## src/hw/rtl/ftsu_pkg.sv

```systemverilog
// ----------------------------------------------------------------------------
// ftsu_pkg
// Shared types and constants for the PWM frequency and duty timer setup unit.
// ----------------------------------------------------------------------------
package ftsu_pkg;

    // default configuration
    localparam int unsigned CLOCK_HZ_DEF     = 16000000;
    localparam int unsigned NUM_CHANNELS_DEF = 3;

    // field widths
    localparam int FREQ_W   = 24;
    localparam int DUTY_W   = 14;
    localparam int TOP_W    = 16;
    localparam int CODE_W   = 3;
    localparam int CH_W     = 2;
    localparam int STATUS_W = 2;

    // duty * (top + 1) + half scale stays below 2^30
    localparam int PROD_W = 30;

    // x / 10000 as ((x >> 4) * RECIP_M) >> RECIP_SH, exact for x below 2^PROD_W
    localparam int                 DUTY_PRE_SH = 4;
    localparam int                 RECIP_W     = 27;
    localparam logic [RECIP_W-1:0] RECIP_M     = 27'd109951163;
    localparam int                 RECIP_SH    = 36;

    // stream widths
    localparam int S_DATA_W = 24;
    localparam int S_USER_W = 3;
    localparam int M_DATA_W = 40;
    localparam int M_USER_W = 4;

    localparam int unsigned FREQ_RESET = 20000;
    localparam int unsigned DUTY_FULL  = 10000;
    localparam int unsigned DUTY_HALF  = DUTY_FULL / 2;
    localparam int unsigned MAX_PERIOD = 65536;

    // prescalers 1, 8, 64, 256, 1024 as right shifts of clock / freq
    localparam int NUM_PRESC = 5;
    localparam int PRESC_SHIFT [NUM_PRESC] = '{0, 3, 6, 8, 10};

    // result status codes
    localparam logic [STATUS_W-1:0] ST_RUN   = 2'd0;
    localparam logic [STATUS_W-1:0] ST_STOP  = 2'd1;
    localparam logic [STATUS_W-1:0] ST_RANGE = 2'd2;

    // opcodes
    localparam logic OP_FREQ = 1'b0;
    localparam logic OP_DUTY = 1'b1;

    // controller to datapath
    typedef struct packed {
        logic capture;
        logic div_freq;
        logic scale;
        logic pick;
        logic mul;
        logic cap;
        logic set_stop;
        logic emit;
    } t_ftsu_cmd;

    // datapath to controller
    typedef struct packed {
        logic ch_ok;
        logic stopped;
        logic div_done;
        logic fit;
        logic out_free;
    } t_ftsu_stat;

endpackage

```

## src/hw/rtl/ftsu_div.sv

```systemverilog
// ----------------------------------------------------------------------------
// ftsu_div
// Restoring divider, one quotient bit per cycle.
// ----------------------------------------------------------------------------
module ftsu_div import ftsu_pkg::*; #(
    parameter int DW = 30,
    parameter int VW = 24
) (
    input  logic          i_clk,
    input  logic          i_rst_n,
    input  logic          i_start,
    input  logic [DW-1:0] i_dividend,
    input  logic [VW-1:0] i_divisor,
    output logic          o_done,
    output logic [DW-1:0] o_quotient
);

    localparam int CNT_W = $clog2(DW + 1);

    logic             r_busy;
    logic             r_done;
    logic [CNT_W-1:0] r_cnt;
    logic [VW-1:0]    r_rem;
    logic [VW-1:0]    r_div;
    logic [DW-1:0]    r_quo;
    logic [VW:0]      trial;
    logic [VW:0]      diff;

    // trial subtract of the shifted partial remainder
    assign trial = {r_rem, r_quo[DW-1]};
    assign diff  = trial - {1'b0, r_div};

    // control
    always_ff @(posedge i_clk) begin
        if (!i_rst_n) begin
            r_busy <= 1'b0;
            r_done <= 1'b0;
            r_cnt  <= '0;
        end else begin
            r_done <= 1'b0;
            if (i_start) begin
                r_busy <= 1'b1;
                r_cnt  <= CNT_W'(DW);
            end else if (r_busy) begin
                r_cnt <= r_cnt - 1'b1;
                if (r_cnt == CNT_W'(1)) begin
                    r_busy <= 1'b0;
                    r_done <= 1'b1;
                end
            end
        end
    end

    // remainder and quotient
    always_ff @(posedge i_clk) begin
        if (i_start) begin
            r_rem <= '0;
            r_div <= i_divisor;
            r_quo <= i_dividend;
        end else if (r_busy) begin
            if (!diff[VW]) begin
                r_rem <= diff[VW-1:0];
            end else begin
                r_rem <= trial[VW-1:0];
            end
            r_quo <= {r_quo[DW-2:0], ~diff[VW]};
        end
    end

    assign o_done     = r_done;
    assign o_quotient = r_quo;

endmodule

```

## src/hw/rtl/ftsu_dp.sv

```systemverilog
// ----------------------------------------------------------------------------
// ftsu_dp
// Datapath: per-channel stores, prescaler pick, duty scaling, result register.
// ----------------------------------------------------------------------------
module ftsu_dp import ftsu_pkg::*; #(
    parameter int unsigned CLOCK_HZ     = CLOCK_HZ_DEF,
    parameter int unsigned NUM_CHANNELS = NUM_CHANNELS_DEF
) (
    input  logic                i_clk,
    input  logic                i_rst_n,
    input  t_ftsu_cmd           i_cmd,
    output t_ftsu_stat          o_stat,
    input  logic [S_DATA_W-1:0] i_s_tdata,
    input  logic [S_USER_W-1:0] i_s_tuser,
    output logic                o_m_tvalid,
    input  logic                i_m_tready,
    output logic [M_DATA_W-1:0] o_m_tdata,
    output logic [M_USER_W-1:0] o_m_tuser
);

    localparam int CLK_W = $clog2(CLOCK_HZ + 1);
    localparam int DW    = CLK_W;
    localparam int IDX_W = (NUM_CHANNELS > 1) ? $clog2(NUM_CHANNELS) : 1;

    logic [FREQ_W-1:0]   r_freq [NUM_CHANNELS];
    logic [DUTY_W-1:0]   r_duty [NUM_CHANNELS];

    logic [FREQ_W-1:0]   in_value;
    logic                in_op;
    logic [CH_W-1:0]     in_ch;
    logic [IDX_W-1:0]    in_idx;
    logic [DUTY_W-1:0]   duty_sat;

    logic [CH_W-1:0]     r_ch;
    logic [FREQ_W-1:0]   r_f;
    logic [DUTY_W-1:0]   r_d;
    logic [STATUS_W-1:0] r_status;
    logic [TOP_W-1:0]    r_top;
    logic [TOP_W-1:0]    r_cmp;
    logic [CODE_W-1:0]   r_code;
    logic [PROD_W-1:0]   r_prod;
    logic [TOP_W:0]      r_scale;

    logic                div_start;
    logic [DW-1:0]       div_dividend;
    logic [FREQ_W-1:0]   div_divisor;
    logic                div_done;
    logic [DW-1:0]       quo;

    logic                fit;
    logic [TOP_W-1:0]    pick_top;
    logic [CODE_W-1:0]   pick_code;
    logic [DUTY_W+TOP_W:0] prod_full;
    logic [PROD_W-DUTY_PRE_SH+RECIP_W-1:0] recip_prod;

    logic                r_m_valid;
    logic [M_DATA_W-1:0] r_m_data;
    logic [M_USER_W-1:0] r_m_user;

    // input fields
    assign in_value = i_s_tdata[FREQ_W-1:0];
    assign in_op    = i_s_tuser[0];
    assign in_ch    = i_s_tuser[CH_W:1];
    assign in_idx   = IDX_W'(in_ch);
    assign duty_sat = (in_value > FREQ_W'(DUTY_FULL)) ? DUTY_W'(DUTY_FULL)
                                                      : in_value[DUTY_W-1:0];

    // per-channel stores
    always_ff @(posedge i_clk) begin
        if (!i_rst_n) begin
            for (int i = 0; i < NUM_CHANNELS; i++) begin
                r_freq[i] <= FREQ_W'(FREQ_RESET);
                r_duty[i] <= '0;
            end
        end else if (i_cmd.capture && o_stat.ch_ok) begin
            if (in_op == OP_FREQ) begin
                r_freq[in_idx] <= in_value;
            end else begin
                r_duty[in_idx] <= duty_sat;
            end
        end
    end

    // working copy of the addressed channel
    always_ff @(posedge i_clk) begin
        if (i_cmd.capture) begin
            r_ch <= in_ch;
            r_f  <= (in_op == OP_FREQ) ? in_value : r_freq[in_idx];
            r_d  <= (in_op == OP_DUTY) ? duty_sat : r_duty[in_idx];
        end
    end

    // divider: clock / freq
    assign div_start    = i_cmd.div_freq;
    assign div_dividend = DW'(CLOCK_HZ);
    assign div_divisor  = r_f;

    ftsu_div #(
        .DW (DW),
        .VW (FREQ_W)
    ) u_div (
        .i_clk      (i_clk),
        .i_rst_n    (i_rst_n),
        .i_start    (div_start),
        .i_dividend (div_dividend),
        .i_divisor  (div_divisor),
        .o_done     (div_done),
        .o_quotient (quo)
    );

    // first prescaler whose period lands in 2..65536 counts
    always_comb begin
        logic [DW-1:0] q;
        fit       = 1'b0;
        pick_top  = '0;
        pick_code = '0;
        q         = '0;
        for (int k = NUM_PRESC - 1; k >= 0; k--) begin
            q = quo >> PRESC_SHIFT[k];
            if (q >= DW'(2) && q <= DW'(MAX_PERIOD)) begin
                fit       = 1'b1;
                pick_top  = TOP_W'(q - DW'(1));
                pick_code = CODE_W'(k + 1);
            end
        end
    end

    // duty * (top + 1); half scale is added for rounding when r_prod is loaded
    assign prod_full = r_d * ({1'b0, r_top} + (TOP_W + 1)'(1));

    // divide by full scale through a reciprocal multiply
    assign recip_prod = r_prod[PROD_W-1:DUTY_PRE_SH] * RECIP_M;

    // result fields
    always_ff @(posedge i_clk) begin
        if (i_cmd.set_stop) begin
            r_status <= ST_STOP;
            r_top    <= '0;
            r_cmp    <= '0;
            r_code   <= '0;
        end else if (i_cmd.pick) begin
            r_status <= fit ? ST_RUN : ST_RANGE;
            r_top    <= pick_top;
            r_code   <= pick_code;
            r_cmp    <= '0;
        end else if (i_cmd.mul) begin
            r_prod <= PROD_W'(prod_full + (DUTY_W + TOP_W + 1)'(DUTY_HALF));
        end else if (i_cmd.scale) begin
            r_scale <= recip_prod[RECIP_SH+TOP_W:RECIP_SH];
        end else if (i_cmd.cap) begin
            r_cmp <= (r_scale > {1'b0, r_top}) ? r_top : r_scale[TOP_W-1:0];
        end
    end

    // output register
    always_ff @(posedge i_clk) begin
        if (!i_rst_n) begin
            r_m_valid <= 1'b0;
        end else if (i_cmd.emit) begin
            r_m_valid <= 1'b1;
        end else if (i_m_tready) begin
            r_m_valid <= 1'b0;
        end
    end

    always_ff @(posedge i_clk) begin
        if (i_cmd.emit) begin
            r_m_data <= {(M_DATA_W - CODE_W - 2 * TOP_W)'(0), r_code, r_cmp, r_top};
            r_m_user <= {r_status, r_ch};
        end
    end

    assign o_m_tvalid = r_m_valid;
    assign o_m_tdata  = r_m_data;
    assign o_m_tuser  = r_m_user;

    // status toward the controller
    assign o_stat.ch_ok    = 32'(in_ch) < NUM_CHANNELS;
    assign o_stat.stopped  = (r_f == '0) || (r_d == '0);
    assign o_stat.div_done = div_done;
    assign o_stat.fit      = fit;
    assign o_stat.out_free = !r_m_valid || i_m_tready;

endmodule

```

## src/hw/rtl/ftsu_ctrl.sv

```systemverilog
// ----------------------------------------------------------------------------
// ftsu_ctrl
// Command sequencer: capture, stop check, frequency divide, prescaler pick, duty scaling, output.
// ----------------------------------------------------------------------------
module ftsu_ctrl import ftsu_pkg::*; (
    input  logic       i_clk,
    input  logic       i_rst_n,
    input  logic       i_s_tvalid,
    output logic       o_s_tready,
    input  t_ftsu_stat i_stat,
    output t_ftsu_cmd  o_cmd
);

    localparam logic [3:0] S_IDLE  = 4'd0;
    localparam logic [3:0] S_CHECK = 4'd1;
    localparam logic [3:0] S_DIV1  = 4'd2;
    localparam logic [3:0] S_PICK  = 4'd3;
    localparam logic [3:0] S_MUL   = 4'd4;
    localparam logic [3:0] S_SCALE = 4'd5;
    localparam logic [3:0] S_CAP   = 4'd6;
    localparam logic [3:0] S_OUT   = 4'd7;

    logic [3:0] r_state;
    logic [3:0] n_state;
    logic       accept;

    assign o_s_tready = (r_state == S_IDLE);
    assign accept     = i_s_tvalid && o_s_tready;

    // next state and commands
    always_comb begin
        n_state = r_state;
        o_cmd   = '0;
        case (r_state)
            S_IDLE: begin
                o_cmd.capture = accept;
                if (accept && i_stat.ch_ok) begin
                    n_state = S_CHECK;
                end
            end
            S_CHECK: begin
                if (i_stat.stopped) begin
                    o_cmd.set_stop = 1'b1;
                    n_state        = S_OUT;
                end else begin
                    o_cmd.div_freq = 1'b1;
                    n_state        = S_DIV1;
                end
            end
            S_DIV1: begin
                if (i_stat.div_done) begin
                    n_state = S_PICK;
                end
            end
            S_PICK: begin
                o_cmd.pick = 1'b1;
                n_state    = i_stat.fit ? S_MUL : S_OUT;
            end
            S_MUL: begin
                o_cmd.mul = 1'b1;
                n_state   = S_SCALE;
            end
            S_SCALE: begin
                o_cmd.scale = 1'b1;
                n_state     = S_CAP;
            end
            S_CAP: begin
                o_cmd.cap = 1'b1;
                n_state   = S_OUT;
            end
            S_OUT: begin
                if (i_stat.out_free) begin
                    o_cmd.emit = 1'b1;
                    n_state    = S_IDLE;
                end
            end
            default: begin
                n_state = S_IDLE;
            end
        endcase
    end

    always_ff @(posedge i_clk) begin
        if (!i_rst_n) begin
            r_state <= S_IDLE;
        end else begin
            r_state <= n_state;
        end
    end

endmodule

```

## src/hw/rtl/pwm_frequency_duty_timer_setup_unit.sv

```systemverilog
// ----------------------------------------------------------------------------
// pwm_frequency_duty_timer_setup_unit
// A running command passes CHECK, DIV1, PICK, MUL, SCALE, CAP and OUT; the
//   clock / freq divider in DIV1 makes one quotient bit per cycle over DW bits
//   (DW = bit width of CLOCK_HZ, 24 at the default clock).
// Stopped commands go from CHECK to OUT; out-of-range commands go from PICK to
//   OUT; a command for a missing channel is dropped in IDLE with no output.
// One command at a time; a finished item waits in the output register.
// Reset (i_rst_n low, synchronous): 20000 Hz and zero duty in every channel.
// ----------------------------------------------------------------------------
module pwm_frequency_duty_timer_setup_unit import ftsu_pkg::*; #(
    parameter int unsigned CLOCK_HZ     = CLOCK_HZ_DEF,
    parameter int unsigned NUM_CHANNELS = NUM_CHANNELS_DEF
) (
    input  logic                i_clk,
    input  logic                i_rst_n,
    input  logic                s_tvalid,
    output logic                s_tready,
    input  logic [S_DATA_W-1:0] s_tdata,   // value[23:0]
    input  logic [S_USER_W-1:0] s_tuser,   // opcode[0], channel[2:1]
    output logic                m_tvalid,
    input  logic                m_tready,
    output logic [M_DATA_W-1:0] m_tdata,   // top[15:0], compare[31:16], prescale[34:32]
    output logic [M_USER_W-1:0] m_tuser    // channel_out[1:0], status[3:2]
);

    t_ftsu_cmd  cmd;
    t_ftsu_stat stat;

    // sequencer
    ftsu_ctrl u_ctrl (
        .i_clk      (i_clk),
        .i_rst_n    (i_rst_n),
        .i_s_tvalid (s_tvalid),
        .o_s_tready (s_tready),
        .i_stat     (stat),
        .o_cmd      (cmd)
    );

    // datapath
    ftsu_dp #(
        .CLOCK_HZ     (CLOCK_HZ),
        .NUM_CHANNELS (NUM_CHANNELS)
    ) u_dp (
        .i_clk      (i_clk),
        .i_rst_n    (i_rst_n),
        .i_cmd      (cmd),
        .o_stat     (stat),
        .i_s_tdata  (s_tdata),
        .i_s_tuser  (s_tuser),
        .o_m_tvalid (m_tvalid),
        .i_m_tready (m_tready),
        .o_m_tdata  (m_tdata),
        .o_m_tuser  (m_tuser)
    );

endmodule
```

## config.mk

```make
export PLATFORM = sky130hd
export DESIGN_NAME = pwm_frequency_duty_timer_setup_unit
export DESIGN_NICKNAME = d
export VERILOG_FILES = /design/src/hw/rtl/ftsu_pkg.sv /design/src/hw/rtl/ftsu_div.sv /design/src/hw/rtl/ftsu_dp.sv /design/src/hw/rtl/ftsu_ctrl.sv /design/src/hw/rtl/pwm_frequency_duty_timer_setup_unit.sv
export SDC_FILE = /design/constraint.sdc
export NUM_CORES = 2
export LEC_CHECK = 0
export BUFFER_PORTS_ARGS = -buffer_cell sky130_fd_sc_hd__buf_2
export CORE_ASPECT_RATIO = 1.2
export CORE_MARGIN = 5
export CORE_UTILIZATION = 40
export CTS_CLUSTER_DIAMETER = 120
export DETAILED_ROUTE_END_ITERATION = 12
export SYNTH_ARGS = -nofsm -noshare
export SYNTH_HDL_FRONTEND = slang
export SYNTH_HIERARCHICAL = 1
export SYNTH_SLANG_ARGS = --single-unit
```

## constraint.sdc

```tcl
create_clock -name i_clk -period 20.5 [get_ports i_clk]
set_input_delay 1.025 -clock i_clk [delete_from_list [all_inputs] [get_ports i_clk]]
set_output_delay 1.025 -clock i_clk [all_outputs]
set_load 0.05 [all_outputs]
```

==> metrics <==
status=complete, no violations; DRT Pass-1 Iters=7; Max Fclk=0.125 GHz; GR Overflow Total=0; slew at the pin with the worst max-slew slack=1.20 ns; layout cells sized above 1=8.48%; Final setup viols=0; commonest non-fill, non-tap cells in the layout=782 x inv_1, 484 x fa_1, 406 x ha_1, 322 x edfxtp_1, 216 x nand2_1; Total Routed Length=94900 um; clk_skew=0.0344 ns; Layout Nets=4696; Reg clk slew, reported paths=0.06 ns; Vias=25800; placement-stage cell area=41400 sq um; fin area=42800 sq um; Post-Syn Instances=3676; yosys warns=6; Critical Path Fanout Max=14; 1st-iter DRT viols=1557; largest net degree at the start of global routing=78; Synth cell types=96; Core ar.=98100 sq um; Async S/R FF share, synth=0%; final hold viol count=0; Port Buffers=71; post-synth top area share=24.6%; number of global-route vias before repair=27600; vias per inst=5.07; RSZ-0062 raised after global routing=no; setup total negative slack=0 ns; hold buffer count at CTS=0; Hold WC Path Type=reg -> reg; max cap viols=0; worst skew pair latency=0.59 ns; post-route ant nets=0; Starting Density=40.1%; WS Path Type=reg -> reg; Worst setup EP type=register; gr usage total=18.7%; top post-synthesis cells by area=fa_1 25%, edfxtp_1 25%, ha_1 13%, inv_1 7.5%, dfxtp_1 3.7%; die area=105000 sq um; Max-slew headroom=19.7%; H-Tree Depth=2; commonest non-fill, non-tap cell in the layout=inv_1; initial antenna violation count=1; Syn Area/Cell=10.7 sq um; top cell type by total area after synthesis=fa_1; ys flop type=edfxtp_1; Final Wtd Congestion=0.946; FP Rows=126; hpwl dp=74600 um; Slew Viols, Final=0; clock sinks=394; Post-synth EDFFs=322; maximum buffer depth of the clock tree=3; routed len/inst=18.6 um; Final Util=43.7%; root buf cell=clkbuf_16; Yosys reg bits=394; setup bufs post-CTS=0; data required time of the critical path=20.82 ns; Period minus WS final=8.00 ns; first-pass GRT wire length=155000 um; Worst EP arrival=8.32 ns; Die Y=354 um; Synth Cell Area=39400 sq um; Area Growth Syn to Fin=8.81%; startpoint types=register; DIE WIDTH=296 um; Post-CTS Resized=0; io pins=77; Inserted Clock Buffers=44; CTS tree=yes; Seq/Total Area, Yosys=28.2%; post-route DRC violation count=0; Final Cycle Share=39.0%
[worst max-delay path, cell delays in order (launching register included)]
cell      delay [ns]
dfxtp_1         0.43
inv_1           0.12
nor4_1          0.49
nand4_1         0.35
nor4_1          0.39
xnor2_1         0.11
buf_4           0.20
and2_1          0.18
fa_1            0.50
inv_1           0.05
fa_1            0.53
inv_1           0.05
fa_1            0.54
fa_1            0.45
fa_1            0.55
inv_1           0.06
fa_1            0.56
inv_1           0.05
ha_1            0.41
nand3_1         0.10
or3b_1          0.39
a2111o_1        0.47
a31oi_1         0.29
nand4_1         0.14
nand4b_1        0.10
a21oi_1         0.08
xnor2_1         0.12
[sequential cells by signal, indices dropped and copies added (netlist names), 17 cells and up]
signal and flops:
u_dp/div_divisor 24, u_dp/o_m_tdata 35, u_dp/r_duty 56, u_dp/r_freq 96
u_dp/r_prod 26, u_dp/r_scale 17, u_dp/u_div/o_quotient 24, u_dp/u_div/r_div 24
u_dp/u_div/r_rem 24
[cell families after synthesis]
family / after synthesis / synth area share (%)
AO/OA/AOI/OAI: 383 / 6.44
XOR/XNOR: 139 / 3.09
adder cells (fa/ha/maj): 890 / 37.5
buffers and inverters: 905 / 8.94
flip-flops: 394 / 28.2
multiplexers: 137 / 4.89
other: 2 / 0.0191
AND/OR/NAND/NOR: 826 / 10.9
[cell type report]
class,instances,area [sq um]
clock inverters,30,323
fillers,9451,55200
diodes,1,2.50
clock buffers,51,1140
flip-flops and latches,394,11100
inverters,782,2940
repair buffers,111,656
well taps,1280,1600
multi-input cells,2442,25100
[final timing paths]
| path | start | to | slack (ns) | depth (start not counted) |
|---|---|---|---|---|
| worst max register to register | u_dp/r_top[2] | u_dp/r_prod[29] | 12.50 | 26 |
| worst min-delay path | u_dp/r_ch[1] | u_dp/o_m_tuser[1] | 0.43 | 0 |
| worst max-delay path | u_dp/r_top[2] | u_dp/r_prod[29] | 12.50 | 26 |
| worst min register to register | u_dp/r_ch[1] | u_dp/o_m_tuser[1] | 0.43 | 0 |
[layer usage]
metal | routed length, um | GRT usage, % | up-vias
met2 | 46600 | 31.8 | 647
met4 | 2860 | 5.44 | 0
met1 | 41200 | 25.1 | 12900
li1 | - | - | 12100
met5 | 0 | 0 | -
met3 | 4240 | 2.30 | 148
[Yosys cell counts, types with 11 or more instances]
| library cell | instances |
|---|---|
| a211oi_1 | 46 |
| a21o_1 | 25 |
| a21oi_1 | 124 |
| and2_1 | 183 |
| clkbuf_1 | 89 |
| dfxtp_1 | 72 |
| edfxtp_1 | 322 |
| fa_1 | 484 |
| ha_1 | 406 |
| inv_1 | 782 |
| mux2_2 | 63 |
| mux2i_1 | 36 |
| mux4_2 | 38 |
| nand2_1 | 216 |
| nand2b_1 | 40 |
| nand3_1 | 43 |
| nand4_1 | 18 |
| nor2_1 | 169 |
| nor2b_1 | 30 |
| nor3_1 | 35 |
| nor4_1 | 30 |
| o21ai_0 | 78 |
| o31ai_1 | 11 |
| xnor2_1 | 95 |
| xor2_1 | 44 |
[metrics by stage]
stage,hold slack [ns],cells,setup WS [ns]
finish,0.430,5091,12.50
global route,0.430,5090,12.05
CTS,0.426,5090,12.53
detailed placement,0.417,5009,12.55
global placement,0.400,5009,12.66
floorplan,0.400,3741,13.21
Power is not shown: default switching activity piles up to over one toggle a cycle in this logic, so the estimate is an artifact.
